$ cat src/hdl/group_membership_table_core_macros.svh
// ----------------------------------------------------------------------------
// Assertion macros
// Shared concurrent assertion forms, clocked on clk and disabled in reset.
// ----------------------------------------------------------------------------
`ifndef GROUP_MEMBERSHIP_TABLE_CORE_MACROS_SVH
`define GROUP_MEMBERSHIP_TABLE_CORE_MACROS_SVH

// same-cycle implication
`define GMT_ASSERT_IMP(lbl, ante, cons, msg) \
  lbl: assert property (@(posedge clk) disable iff (!rst_n) (ante) |-> (cons)) \
    else $error(msg);

// next-cycle implication
`define GMT_ASSERT_NXT(lbl, ante, cons, msg) \
  lbl: assert property (@(posedge clk) disable iff (!rst_n) (ante) |=> (cons)) \
    else $error(msg);

`endif

$ cat src/hdl/gmt_pkg.sv
// ----------------------------------------------------------------------------
// Group membership table package
// Opcodes, field layout of the stream beats and memory control struct.
// ----------------------------------------------------------------------------
package gmt_pkg;

  typedef enum logic [1:0] {
    OP_CREATE = 2'd0,
    OP_ADD    = 2'd1,
    OP_QUERY  = 2'd2
  } gmt_op_t;

  localparam logic STATUS_OK  = 1'b0;
  localparam logic STATUS_ERR = 1'b1;

  // input beat fields
  localparam int OP_W   = 2;
  localparam int GRP_W  = 6;
  localparam int ID_W   = 32;
  localparam int OP_LSB  = 0;
  localparam int GRP_LSB = OP_LSB + OP_W;
  localparam int ID_LSB  = GRP_LSB + GRP_W;
  localparam int IN_W    = 40;

  // result beat fields
  localparam int NEWG_W  = 6;
  localparam int TOTAL_W = 6;
  localparam int ISO_W   = 11;
  localparam int STATUS_LSB = 0;
  localparam int NEWG_LSB   = 1;
  localparam int FOUND_LSB  = NEWG_LSB + NEWG_W;
  localparam int TOTAL_LSB  = FOUND_LSB + 1;
  localparam int ISO_LSB    = TOTAL_LSB + TOTAL_W;
  localparam int OUT_USED   = ISO_LSB + ISO_W;
  localparam int OUT_W      = 32;
  localparam int OUT_PAD    = OUT_W - OUT_USED;

  typedef struct packed {
    logic fill_we;
    logic fill_re;
    logic store_we;
    logic store_re;
  } gmt_mem_ctl_t;

endpackage

$ cat src/hdl/gmt_ctrl.sv
// ----------------------------------------------------------------------------
// Group membership table controller
// Decodes one beat at a time, updates the counters and memories and scans a
// group's member list one stored id per cycle for a query.
// ----------------------------------------------------------------------------
module gmt_ctrl
  import gmt_pkg::*;
#(
  parameter int MAX_GROUPS  = 32,
  parameter int MAX_MEMBERS = 64,
  localparam int CW = $clog2(MAX_GROUPS + 1),
  localparam int SW = (MAX_GROUPS > 1) ? $clog2(MAX_GROUPS) : 1,
  localparam int FW = $clog2(MAX_MEMBERS + 1),
  localparam int AW = (MAX_GROUPS * MAX_MEMBERS > 1) ? $clog2(MAX_GROUPS * MAX_MEMBERS) : 1
) (
  input  logic              clk,
  input  logic              rst_n,
  input  logic              in_tvalid,
  output logic              in_tready,
  input  logic [IN_W-1:0]   in_tdata,
  output logic              out_tvalid,
  input  logic              out_tready,
  output logic [OUT_W-1:0]  out_tdata,
  output gmt_mem_ctl_t      mem_ctl,
  output logic [SW-1:0]     fill_waddr,
  output logic [FW-1:0]     fill_wdata,
  output logic [SW-1:0]     fill_raddr,
  input  logic [FW-1:0]     fill_rdata,
  output logic [AW-1:0]     store_waddr,
  output logic [ID_W-1:0]   store_wdata,
  output logic [AW-1:0]     store_raddr,
  input  logic [ID_W-1:0]   store_rdata
);

  localparam int CMPW = (CW > GRP_W) ? CW : GRP_W;
  localparam logic [CW-1:0] MAXG_C = CW'(MAX_GROUPS);
  localparam logic [FW-1:0] MAXM_C = FW'(MAX_MEMBERS);

  typedef enum logic [1:0] {
    ST_IDLE,
    ST_EXEC,
    ST_SCAN,
    ST_RESP
  } state_t;

  state_t              state_r;
  gmt_op_t             op_r;
  logic [ID_W-1:0]     id_r;
  logic [SW-1:0]       slot_r;
  logic                gvalid_r;
  logic [CW-1:0]       cnt_r;
  logic [ISO_W-1:0]    add_r;
  logic [FW-1:0]       n_r;
  logic [FW-1:0]       idx_r;
  logic                pend_r;
  logic                status_r;
  logic [NEWG_W-1:0]   newg_r;
  logic                found_r;
  logic                out_valid_r;
  logic [OUT_W-1:0]    out_data_r;

  logic [OP_W-1:0]     in_op;
  logic [GRP_W-1:0]    in_grp;
  logic [ID_W-1:0]     in_id;
  logic [SW-1:0]       in_slot;
  logic                grp_ok;
  logic                create_ok;
  logic                add_ok;
  logic                hit;
  logic                scan_end;
  logic                out_load;

  function automatic logic [AW-1:0] entry_addr(logic [SW-1:0] s, logic [FW-1:0] i);
    return AW'(s) * AW'(MAX_MEMBERS) + AW'(i);
  endfunction

  assign in_op   = in_tdata[OP_LSB +: OP_W];
  assign in_grp  = in_tdata[GRP_LSB +: GRP_W];
  assign in_id   = in_tdata[ID_LSB +: ID_W];
  assign in_slot = SW'(CMPW'(in_grp) - CMPW'(1));
  assign grp_ok  = (in_grp != '0) && (CMPW'(in_grp) <= CMPW'(cnt_r));

  assign create_ok = cnt_r < MAXG_C;
  assign add_ok    = gvalid_r && (fill_rdata < MAXM_C);
  assign hit       = pend_r && (store_rdata == id_r);
  assign scan_end  = hit || (idx_r == n_r);
  assign out_load  = (state_r == ST_RESP) && (!out_valid_r || out_tready);

  assign in_tready  = (state_r == ST_IDLE);
  assign out_tvalid = out_valid_r;
  assign out_tdata  = out_data_r;

  always_comb begin
    mem_ctl     = '0;
    fill_waddr  = slot_r;
    fill_wdata  = FW'(fill_rdata + FW'(1));
    fill_raddr  = in_slot;
    store_waddr = entry_addr(slot_r, fill_rdata);
    store_wdata = id_r;
    store_raddr = entry_addr(slot_r, idx_r);
    unique case (state_r)
      ST_IDLE: begin
        mem_ctl.fill_re = in_tvalid;
      end
      ST_EXEC: begin
        unique case (op_r)
          OP_CREATE: begin
            if (create_ok) begin
              // owner becomes the first member of the new slot
              mem_ctl.fill_we  = 1'b1;
              mem_ctl.store_we = 1'b1;
              fill_waddr       = SW'(cnt_r);
              fill_wdata       = FW'(1);
              store_waddr      = entry_addr(SW'(cnt_r), '0);
            end
          end
          OP_ADD: begin
            if (add_ok) begin
              mem_ctl.fill_we  = 1'b1;
              mem_ctl.store_we = 1'b1;
            end
          end
          default: begin
          end
        endcase
      end
      ST_SCAN: begin
        mem_ctl.store_re = !scan_end;
      end
      default: begin
      end
    endcase
  end

  always_ff @(posedge clk) begin
    if (!rst_n) begin
      state_r     <= ST_IDLE;
      cnt_r       <= '0;
      add_r       <= '0;
      pend_r      <= 1'b0;
      out_valid_r <= 1'b0;
    end else begin
      if (out_load) begin
        out_valid_r <= 1'b1;
      end else if (out_tready) begin
        out_valid_r <= 1'b0;
      end
      unique case (state_r)
        ST_IDLE: begin
          if (in_tvalid) begin
            op_r     <= gmt_op_t'(in_op);
            id_r     <= in_id;
            slot_r   <= in_slot;
            gvalid_r <= grp_ok;
            status_r <= STATUS_ERR;
            newg_r   <= '0;
            found_r  <= 1'b0;
            state_r  <= ST_EXEC;
          end
        end
        ST_EXEC: begin
          state_r <= ST_RESP;
          unique case (op_r)
            OP_CREATE: begin
              if (create_ok) begin
                cnt_r    <= CW'(cnt_r + CW'(1));
                newg_r   <= NEWG_W'(cnt_r + CW'(1));
                status_r <= STATUS_OK;
              end
            end
            OP_ADD: begin
              if (add_ok) begin
                add_r    <= ISO_W'(add_r + ISO_W'(1));
                status_r <= STATUS_OK;
              end
            end
            OP_QUERY: begin
              if (gvalid_r) begin
                n_r     <= fill_rdata;
                idx_r   <= '0;
                pend_r  <= 1'b0;
                state_r <= ST_SCAN;
              end
            end
            default: begin
            end
          endcase
        end
        ST_SCAN: begin
          // one read in flight; stop on a match or once the list is exhausted
          pend_r <= !scan_end;
          if (!scan_end) begin
            idx_r <= FW'(idx_r + FW'(1));
          end else begin
            found_r  <= hit;
            status_r <= STATUS_OK;
            state_r  <= ST_RESP;
          end
        end
        ST_RESP: begin
          if (out_load) begin
            out_data_r <= {{OUT_PAD{1'b0}}, add_r, TOTAL_W'(cnt_r), found_r, newg_r,
                           status_r};
            state_r    <= ST_IDLE;
          end
        end
        default: begin
          state_r <= ST_IDLE;
        end
      endcase
    end
  end

endmodule

$ cat config.mk
export PLATFORM = sky130hd
export DESIGN_NAME = gmt_ctrl
export DESIGN_NICKNAME = d
export VERILOG_FILES = /design/src/hdl/group_membership_table_core_macros.svh /design/src/hdl/gmt_pkg.sv /design/src/hdl/gmt_ctrl.sv
export SDC_FILE = /design/constraint.sdc
export NUM_CORES = 1
export LEC_CHECK = 0
export ABC_AREA = 0
export BUFFER_PORTS_ARGS = -buffer_cell sky130_fd_sc_hd__buf_2
export CELL_PAD_IN_SITES_DETAIL_PLACEMENT = 1
export CELL_PAD_IN_SITES_GLOBAL_PLACEMENT = 1
export CORE_UTILIZATION = 38
export DETAILED_ROUTE_END_ITERATION = 6
export PLACE_DENSITY = 0.87
export SYNTH_ARGS = -nofsm -noshare
export SYNTH_HDL_FRONTEND = slang
export SYNTH_SLANG_ARGS = --single-unit
$ cat constraint.sdc
create_clock -name clk -period 2.9 [get_ports clk]
set_input_delay 0.145 -clock clk [delete_from_list [all_inputs] [get_ports clk]]
set_output_delay 0.145 -clock clk [all_outputs]
set_load 0.05 [all_outputs]
==> impl_metrics.py, run 1 <==
metrics = {
    "cts": {
        "h-tree-depth": 3,
        "cts.sinks": 108,
        "cts_buffer_depth": 2,
        "numCtsBuffers": 9,
        "clk_latency_ns": 0.34,
        "cts_tree": "yes",
        "clk_pin_slew_ns": 0.07,
        "cts-root-buf": "clkbuf_16",
    },
    "layout": {
        "drive_gt1_share_pct": 32.67,
        "final_area_um2": 6942,
        "synthToLayoutAreaGrowth_pct": 33.53,
        "filler_cell_count": 1484,
        "nNetsFinal": 746,
        "multi_input_area_um2": 1991,
        "mostFrequentLayoutCells": "buf_2, edfxtp_1, xor2_1",
        "layout_commonest_cell": "buf_2",
        "final-seq-area_um2": 3033,
    },
    "global_routing": {
        "grt_pass1_wl_um": 22800,
        "grt_max_degree": 30,
        "antenna_found_initial": 1,
        "grt-ovfl-total": 0,
        "track_usage_pct": 20.84,
        "grt_pass1_vias": 4434,
    },
    "drt": {
        "drt-met1-wl_um": 5772,
        "drcViolationCount": 0,
        "drtIter0Drc": 149,
        "wirelength_um": 14400,
        "viasPerCell": 4.927,
        "dr.pass1.iters": 4,
        "ant_nets": 0,
        "vias": 4070,
        "wl_met2_um": 7608,
        "wl_met3_um": 623,
        "wl_per_cell_um": 17.43,
        "highest_layer": "met4",
    },
    "yosys": {
        "yosysUniqueCellTypes": 43,
        "syn_inst": 429,
        "avgSynthCellArea_um2": 12.12,
        "synth_area_um2": 5199,
        "async_flop_share_pct": 0,
        "yosys_warnings": 0,
        "synthFlopType": "edfxtp_1",
        "synth_seq_area_share_pct": 58.34,
        "synth_edf_count": 87,
        "synth_seq_cells": 108,
    },
    "sta": {
        "layout_worst_path_cycle_share_pct": 93.52,
        "setup_viol_count_final": 0,
        "setup_slack_ns": 0.1878,
        "tns_ns": 0,
        "rsz0062_at_grt": "false",
        "hold_violations": 0,
        "fmax_mhz": 368.7,
        "min_period_ns": 2.712,
        "fin_skew_ns": 0.005394,
        "worstMarginPinSlew_ns": 0.6143,
        "slew_viol_final": 0,
        "relSlewSlack_pct": 58.90,
    },
    "placed_design": {
        "dp.final_hpwl_um": 10410,
        "dp_slack_ns": 0.4207,
        "post_dp_cell_area_um2": 6257,
        "portBuffers": 184,
        "place.gp.congestion": 0.7526,
    },
    "setup_path": {
        "crit_family": "simple AND/OR/NAND/NOR gates",
        "endpoint_kind": "output port",
        "worst-path-buf-inv": 2,
        "critPathLaunchType": "flop",
        "crit_type": "reg2out",
        "critPathMaxFanout": 20,
        "cp.arrival_ns": 2.57,
        "critical_path_required_ns": 2.76,
        "crit_chain": "inv_1, ha_1, nand2b_1, or3_2, o21ai_0, buf_2",
        "slowest_stage": "or3_2",
        "critPathMaxStageDelay_ns": 0.64,
    },
    "floorplanning": {
        "initial_utilization_pct": 39.10,
        "num_io_pins": 192,
        "die_w_um": 119.0,
        "die_y_um": 119.0,
        "core_um2": 13300,
        "row_count": 42,
        "dieArea_um2": 14150,
    },
    "pwr": {
        "power_density_nw_per_um2": 700.1,
        "power_mw": 4.860,
        "p_leak_nw": 2.875,
        "ir_drop_mv": 0.2978,
    },
    "status": {
        "status": "finished, final reports clean",
    },
    "flow_run": {
        "max_cap_viol_count": 0,
    },
    "hold_path": {
        "hold_class": "in2reg",
    },
}
## cell families (layout without fill, tap and decap cells)
kind of cell	after synthesis	after routing	share of synthesized area, %
AOI/OAI and AO/OA	36	36	5.030
xor gates and xnor gates	72	72	12.13
adders and majority gates	19	19	4.573
buffers and inverters	40	254	3.899
DFF	108	108	58.34
muxes	1	1	0.1925
other	1	8	0.07213
and+or+nand+nor	152	152	15.76
## per-layer routing
layer / track usage, % / vias up
met5: 0 / -
met2: 37.65 / 130
met4: 8.703 / 0
li1: - / 1920
met3: 4.502 / 27
met1: 23.67 / 1993
## timing repair
action / 4_1_cts / 5_1_grt
setup buffers: 0 / 0
gates resized for setup: 0 / 1
endpoints found under the setup margin: 0 / 2
hold buffers: 34 / 0
endpoints found under the hold margin: 34 / 0
## state kept, by name, indices dropped and copies added (netlist names)
register and count:
idx_r 7, newg_r 6, store_wdata 32, out_tvalid 1
pend_r 1, state_r 2, gvalid_r 1, add_r 11
n_r 7, status_r 1, out_tdata 25, op_r 2
slot_r 5, cnt_r 6, found_r 1
## cells in the mapped netlist (all sizes together) (2+ instances only)
| cell type | n | area share [%] |
|---|---|---|
| o21ai | 15 | 1.4 |
| ha | 19 | 4.6 |
| dfxtp | 21 | 8.1 |
| nor4 | 11 | 1.6 |
| o21a | 3 | 0.43 |
| edfxtp | 87 | 50 |
| nor2 | 14 | 1.1 |
| nor2b | 8 | 0.96 |
| nand4 | 5 | 0.60 |
| a31oi | 2 | 0.24 |
| and2 | 26 | 3.1 |
| a21boi | 6 | 0.87 |
| nor3 | 5 | 0.48 |
| xor2 | 43 | 7.2 |
| nor4b | 2 | 0.46 |
| nand2 | 41 | 3.0 |
| o221a | 3 | 0.65 |
| xnor2 | 29 | 4.9 |
| clkbuf | 11 | 0.79 |
| buf | 14 | 2.0 |
| inv | 15 | 1.1 |
| or3 | 5 | 0.60 |
| nand2b | 3 | 0.36 |
| and3 | 10 | 1.2 |
| nand3 | 18 | 1.7 |
## cell type report
class,count,area share [%]
Sequential cell,108,43.69
Multi-Input combinational cell,287,28.68
Timing Repair Buffer,223,18.71
Clock buffer,10,3.298
Tap cell,176,3.172
Clock inverter,6,1.604
Inverter,15,0.8111
Antenna cell,1,0.03605
## path summary, 6_finish.rpt
check                startpoint      endpoint  slack (ns)  cells after the start
hold / removal    fill_rdata[5]        n_r[5]        0.04                      1
setup reg to reg     state_r[1]     newg_r[3]        0.42                      5
setup / recovery     state_r[1]    mem_ctl[1]        0.19                      6
hold reg to reg       newg_r[1]  out_tdata[2]        0.43                      0
## report_power, final
group	total, mW	switching [mW]	internal, mW
Clock	1.39	0.548	0.846
Sequential	1.98	0.111	1.87
Combinational	1.49	1.08	0.410
## metrics by stage
step / instances / hold WS [ns] / util, %
after global routing: 826 / 0.03353 / 52.21
after detailed placement: 775 / 0.3233 / 47.06
after global placement: 775 / 0.3222 / 47.06
after CTS: 825 / 0.02056 / 52.18
after floorplan: 435 / 0.2439 / -
final: 826 / 0.03936 / 52.21
## worst reg2reg max path: stages (launching register included)
cell      delay, ns
dfxtp_1        0.36
inv_1          0.10
ha_1           0.35
nand2b_1       0.15
or3_2          0.64
a21oi_1        0.52
No activity file was read; power rests on OpenSTA's default activity.
==> inputs of run 2 (changes only) <==
--- a/config.mk
+++ b/config.mk
@@ -12,6 +12,7 @@
 export CORE_UTILIZATION = 38
 export DETAILED_ROUTE_END_ITERATION = 6
 export PLACE_DENSITY = 0.87
+export RECOVER_POWER = 25
 export SYNTH_ARGS = -nofsm -noshare
 export SYNTH_HDL_FRONTEND = slang
 export SYNTH_SLANG_ARGS = --single-unit
==> run 2 against run 1 <==
  * Critical path depth is the same
  * Combinational power is essentially flat
  * Sequential power barely moved
  * Count of clock-buffer cells in the layout unchanged
  * First-iteration DRC count is 0.67% lower
  * Worst hold slack improved by 0.070 ns
  * Total power barely moved
  * Die area stayed put
  * Flip-flop and latch count did not move
  * Register-to-register slack hardly changed
  * Maximum frequency up 0.16%
  * Largest cell class unchanged
  * Highest routed layer unchanged
==> impl_metrics.py, run 2 (synthesized netlist as in run 1, its figures left out) <==
metrics = {
    "hold_path": {
        "hold_class": "in2reg",
        "holdCritStartpoint": "fill_rdata[5]",
    },
    "cts": {
        "cts_tree": "yes",
        "h-tree-depth": 3,
        "numCtsBuffers": 9,
        "cts-root-buf": "clkbuf_16",
        "clk_pin_slew_ns": 0.07,
        "cts.sinks": 108,
        "clk_latency_ns": 0.34,
        "post-cts-setup-buffers": 0,
        "cts_buffer_depth": 2,
    },
    "sta": {
        "hold_violations": 0,
        "setup_slack_ns": 0.1922,
        "min_period_ns": 2.708,
        "worstMarginPinSlew_ns": 0.6139,
        "fmax_mhz": 369.3,
        "rsz0062_at_grt": "false",
        "relSlewSlack_pct": 58.93,
        "tns_ns": 0,
        "fin_skew_ns": 0.005413,
        "slew_viol_final": 0,
        "layout_worst_path_cycle_share_pct": 93.37,
        "setup_viol_count_final": 0,
    },
    "pwr": {
        "p_int_mw": 3.120,
        "p_leak_nw": 2.833,
        "ir_drop_mv": 0.2977,
        "switching_power_mw": 1.738,
        "clkPwrFrac_pct": 28.7,
        "p_comb_share_pct": 30.6,
        "pwr-share-seq_pct": 40.7,
        "power_density_nw_per_um2": 701.7,
        "swShare_pct": 35.77,
    },
    "setup_path": {
        "critPathMaxStageDelay_ns": 0.64,
        "cp.arrival_ns": 2.56,
        "worst-path-buf-inv": 2,
        "crit_family": "simple AND/OR/NAND/NOR gates",
        "slowest_stage": "or3_2",
        "crit_chain": "inv_1, ha_1, nand2b_1, or3_2, o21ai_0, buf_2",
        "crit_type": "reg2out",
        "worstSetupStartpoint": "state_r[1]",
        "critPathMaxFanout": 20,
        "r2r-start": "state_r[1]",
        "critical_path_required_ns": 2.76,
        "endpoint_kind": "output port",
        "critPathLaunchType": "flop",
    },
    "layout": {
        "largest_reg_flops": 32,
        "nNetsFinal": 746,
        "mostFrequentLayoutCells": "buf_2, edfxtp_1, xor2_1",
        "layout.core_utilization_pct": 52.07,
        "drive_gt1_share_pct": 30.35,
        "layout.cells.non_filler": 826,
        "synthToLayoutAreaGrowth_pct": 33.16,
        "final_area_um2": 6923,
        "layout_commonest_cell": "buf_2",
    },
    "drt": {
        "viasPerCell": 4.947,
        "ant_nets": 0,
        "wirelength_um": 14440,
        "wl_per_cell_um": 17.49,
        "drcViolationCount": 0,
        "vias": 4086,
        "dr.pass1.iters": 4,
        "drtIter0Drc": 148,
    },
    "global_routing": {
        "grt-ovfl-total": 0,
        "grt_pass1_vias": 4434,
        "antenna_found_initial": 1,
        "track_usage_pct": 20.84,
        "grt_pass1_wl_um": 22800,
        "grt_max_degree": 30,
    },
    "floorplanning": {
        "core_um2": 13300,
        "dieArea_um2": 14150,
        "num_io_pins": 192,
        "row_count": 42,
        "initial_utilization_pct": 39.10,
        "die_y_um": 119.0,
        "die_w_um": 119.0,
    },
    "placed_design": {
        "dp.cells": 775,
        "place.gp.congestion": 0.7526,
        "portBuffers": 184,
        "dp.final_hpwl_um": 10410,
        "dp_slack_ns": 0.4207,
        "post_dp_cell_area_um2": 6257,
    },
    "status": {
        "status": "finished, final reports clean",
    },
    "flow_run": {
        "max_cap_viol_count": 0,
    },
}
run 2: final cells by class:
| type | count | area [um2] |
|---|---|---|
| repair buffers | 223 | 1280 |
| clock inverters | 6 | 111.4 |
| inverters | 15 | 56.30 |
| clock buffers | 10 | 229.0 |
| fillers | 1492 | 6372 |
| diodes | 1 | 2.502 |
| multi-input cells | 287 | 1991 |
| well taps | 176 | 220.2 |
| flip-flops and latches | 108 | 3033 |
run 2: timing repair:
item                                    CTS  global route
endpoints found under the hold margin    34             0
endpoints found under the setup margin    0             2
gates resized for setup                   0             1
hold buffers                             34             0
run 2: per-stage QoR:
stage	hold slack [ns]	total power [mW]
final	0.1097	4.858
after global routing	0.1125	5.045
after CTS	0.02056	4.881
after detailed placement	0.3233	3.457
after global placement	0.3222	3.405
after floorplan	0.2439	3.091
run 2: power groups by stage:
stage | clock [mW] | combinational [mW] | sequential, mW
after floorplan | 0 | 0.908 | 2.18
after global placement | 0 | 1.40 | 2.00
after detailed placement | 0 | 1.45 | 2.01
after CTS | 1.42 | 1.49 | 1.98
after global routing | 1.48 | 1.57 | 2.00
final | 1.39 | 1.49 | 1.98
run 2: worst paths after layout:
path | cells past startpoint | slack (ns) | endpoint
worst min-delay path | 1 | 0.11 | n_r[5]
worst min register to register | 0 | 0.43 | out_tdata[2]
worst max register to register | 5 | 0.43 | newg_r[3]
worst max-delay path | 6 | 0.19 | mem_ctl[1]
run 2: per-layer routing:
layer / wire (um) / track usage (%) / share of wire (%)
met4: 433 / 8.703 / 3.0
met3: 636 / 4.502 / 4.4
met1: 5798 / 23.67 / 40
met2: 7575 / 37.65 / 52
met5: 0 / 0 / 0
==> inputs of run 3 (changes only) <==
--- a/config.mk
+++ b/config.mk
@@ -9,9 +9,10 @@
 export BUFFER_PORTS_ARGS = -buffer_cell sky130_fd_sc_hd__buf_2
 export CELL_PAD_IN_SITES_DETAIL_PLACEMENT = 1
 export CELL_PAD_IN_SITES_GLOBAL_PLACEMENT = 1
-export CORE_UTILIZATION = 38
+export CORE_UTILIZATION = 23
 export DETAILED_ROUTE_END_ITERATION = 6
-export PLACE_DENSITY = 0.87
+export MAX_ROUTING_LAYER = met4
+export PLACE_DENSITY = 0.6
 export RECOVER_POWER = 25
 export SYNTH_ARGS = -nofsm -noshare
 export SYNTH_HDL_FRONTEND = slang
==> run 3 against run 2 <==
  * Sequential power about the same
  * Critical path depth unchanged
  * Clock skew is 0.0041 ns higher
  * Setup slack improved by 0.044 ns
  * Register-to-register slack lost 0.05 ns
  * Critical endpoint is now mem_ctl[0]
  * Largest cell class unchanged
  * First-iteration DRC count is 19% lower
  * Routed wire length up 1.7%
  * Maximum frequency is 1.7% higher
  * Combinational power about the same
  * The run now ends with design-rule violations left
  * Critical path type unchanged
  * Worst hold slack got worse by 0.016 ns
  * Non-clock buffer count down 1
  * Via count down 3.1%
==> impl_metrics.py, run 3 (synthesized netlist as in run 1, its figures left out) <==
metrics = {
    "pwr": {
        "p_int_mw": 2.972,
        "p_leak_nw": 2.814,
        "swShare_pct": 37.17,
        "power_density_nw_per_um2": 675.1,
        "clkPwrFrac_pct": 26.6,
        "switching_power_mw": 1.758,
        "p_comb_share_pct": 31.5,
        "power_mw": 4.730,
        "ir_drop_mv": 0.2969,
        "pwr-share-seq_pct": 41.9,
    },
    "cts": {
        "h-tree-depth": 3,
        "cts_buffer_depth": 2,
        "cts_resized": 0,
        "cts_tree": "yes",
        "cts.sinks": 108,
        "clk_latency_ns": 0.35,
        "cts_hold_buf": 34,
        "post-cts-setup-buffers": 0,
        "cts-root-buf": "clkbuf_16",
        "numCtsBuffers": 9,
        "clk_pin_slew_ns": 0.07,
    },
    "drt": {
        "drcViolationCount": 5,
        "viasPerCell": 4.265,
        "dr.pass1.iters": 6,
        "drtIter0Drc": 120,
        "vias": 3958,
        "ant_nets": 0,
        "wl_per_cell_um": 15.83,
        "wirelength_um": 14690,
    },
    "setup_path": {
        "critPathMaxFanout": 7,
        "reg2regPathDepth": 6,
        "worst-r2r-setup-slack_ns": 0.38,
        "critPathLaunchType": "flop",
        "crit_chain": "xor2_1, nor4_1, nand4_1, nor4_4, nor2_2, buf_2",
        "slowest_stage": "nor4_1",
        "cp.arrival_ns": 2.52,
        "endpoint_kind": "output port",
        "worst-path-buf-inv": 1,
        "critical_path_required_ns": 2.76,
        "crit_type": "reg2out",
        "crit_family": "simple AND/OR/NAND/NOR gates",
        "r2r_end": "idx_r[4]",
        "r2r-start": "store_wdata[20]",
        "critPathMaxStageDelay_ns": 0.51,
    },
    "sta": {
        "fin_hold_ws_ns": 0.09328,
        "layout_worst_path_cycle_share_pct": 91.84,
        "worstMarginPinSlew_ns": 0.6222,
        "fin_skew_ns": 0.009475,
        "hold_violations": 0,
        "fmax_mhz": 375.5,
        "setup_viol_count_final": 0,
        "rsz0062_at_grt": "false",
        "min_period_ns": 2.663,
        "slew_viol_final": 0,
        "tns_ns": 0,
        "relSlewSlack_pct": 58.37,
    },
    "global_routing": {
        "grt_pass1_vias": 4360,
        "antenna_found_initial": 0,
        "track_usage_pct": 13.34,
        "grt-ovfl-total": 0,
        "grt_max_degree": 41,
        "grt_pass1_wl_um": 23230,
    },
    "hold_path": {
        "min_to": "n_r[4]",
        "holdCritStartpoint": "fill_rdata[4]",
        "holdPathStages": 1,
        "hold_class": "in2reg",
    },
    "layout": {
        "diodes": 0,
        "mostFrequentLayoutCells": "buf_2, edfxtp_1, xor2_1",
        "filler_cell_count": 2496,
        "final-seq-area_um2": 3033,
        "multi_input_area_um2": 1989,
        "synthToLayoutAreaGrowth_pct": 34.78,
        "nNetsFinal": 745,
        "layout_commonest_cell": "buf_2",
        "largest_reg_flops": 32,
        "drive_gt1_share_pct": 30.40,
    },
    "placed_design": {
        "portBuffers": 184,
        "place.gp.congestion": 0.8046,
        "dp.final_hpwl_um": 11490,
    },
    "status": {
        "violations": "design-rule violations",
        "status": "finished, violations left",
    },
    "floorplanning": {
        "dieArea_um2": 23210,
        "initial_utilization_pct": 23.60,
        "die_y_um": 152.3,
        "row_count": 54,
        "num_io_pins": 192,
        "core_um2": 22030,
        "die_w_um": 152.3,
    },
    "flow_run": {
        "max_cap_viol_count": 0,
    },
}
-- run 3: metrics by stage --
step	utilization, %	setup WS, ns	cells	instance area [um2]
2_1_floorplan	-	0.3617	435	5221
3_3_place_gp	28.97	0.3737	878	6380
3_5_place_dp	28.97	0.3308	878	6380
4_1_cts	31.89	0.1501	928	7024
5_1_grt	31.81	0.02173	928	7007
6_report	31.81	0.2367	928	7007
-- run 3: power groups by stage --
stage,Clock (mW),Combinational [mW],Sequential (mW)
detailed placement,0,1.47,2.02
global placement,0,1.44,2.01
floorplan,0,0.908,2.18
finish,1.26,1.49,1.98
CTS,1.31,1.51,1.98
global route,1.36,1.59,2.00
-- run 3: how the worst max path moves through the flow --
stage                    start    endpoint  depth (start not counted)  slack, ns
2_1_floorplan       state_r[1]  mem_ctl[3]                          8       0.36
5_1_grt        store_wdata[20]  mem_ctl[0]                          6       0.02
4_1_cts        store_wdata[20]  mem_ctl[0]                          6       0.15
3_3_place_gp   store_wdata[20]    idx_r[2]                          6       0.37
3_5_place_dp   store_wdata[20]    idx_r[3]                          6       0.33
6_report       store_wdata[20]  mem_ctl[0]                          6       0.24
-- run 3: cell type report --
type                            count  share of cell area (%)
Sequential cell                   108                   43.29
Multi-Input combinational cell    287                   28.39
Timing Repair Buffer              222                   18.18
Tap cell                          280                   5.000
Clock buffer                       11                   3.464
Clock inverter                      5                  0.8750
Inverter                           15                  0.8036
-- run 3: layer usage --
| layer | track usage, % | share of wire [%] |
|---|---|---|
| met5 | - | 0 |
| met4 | 5.588 | 1.9 |
| met3 | 2.816 | 4.0 |
| met2 | 23.66 | 52 |
| met1 | 14.41 | 42 |
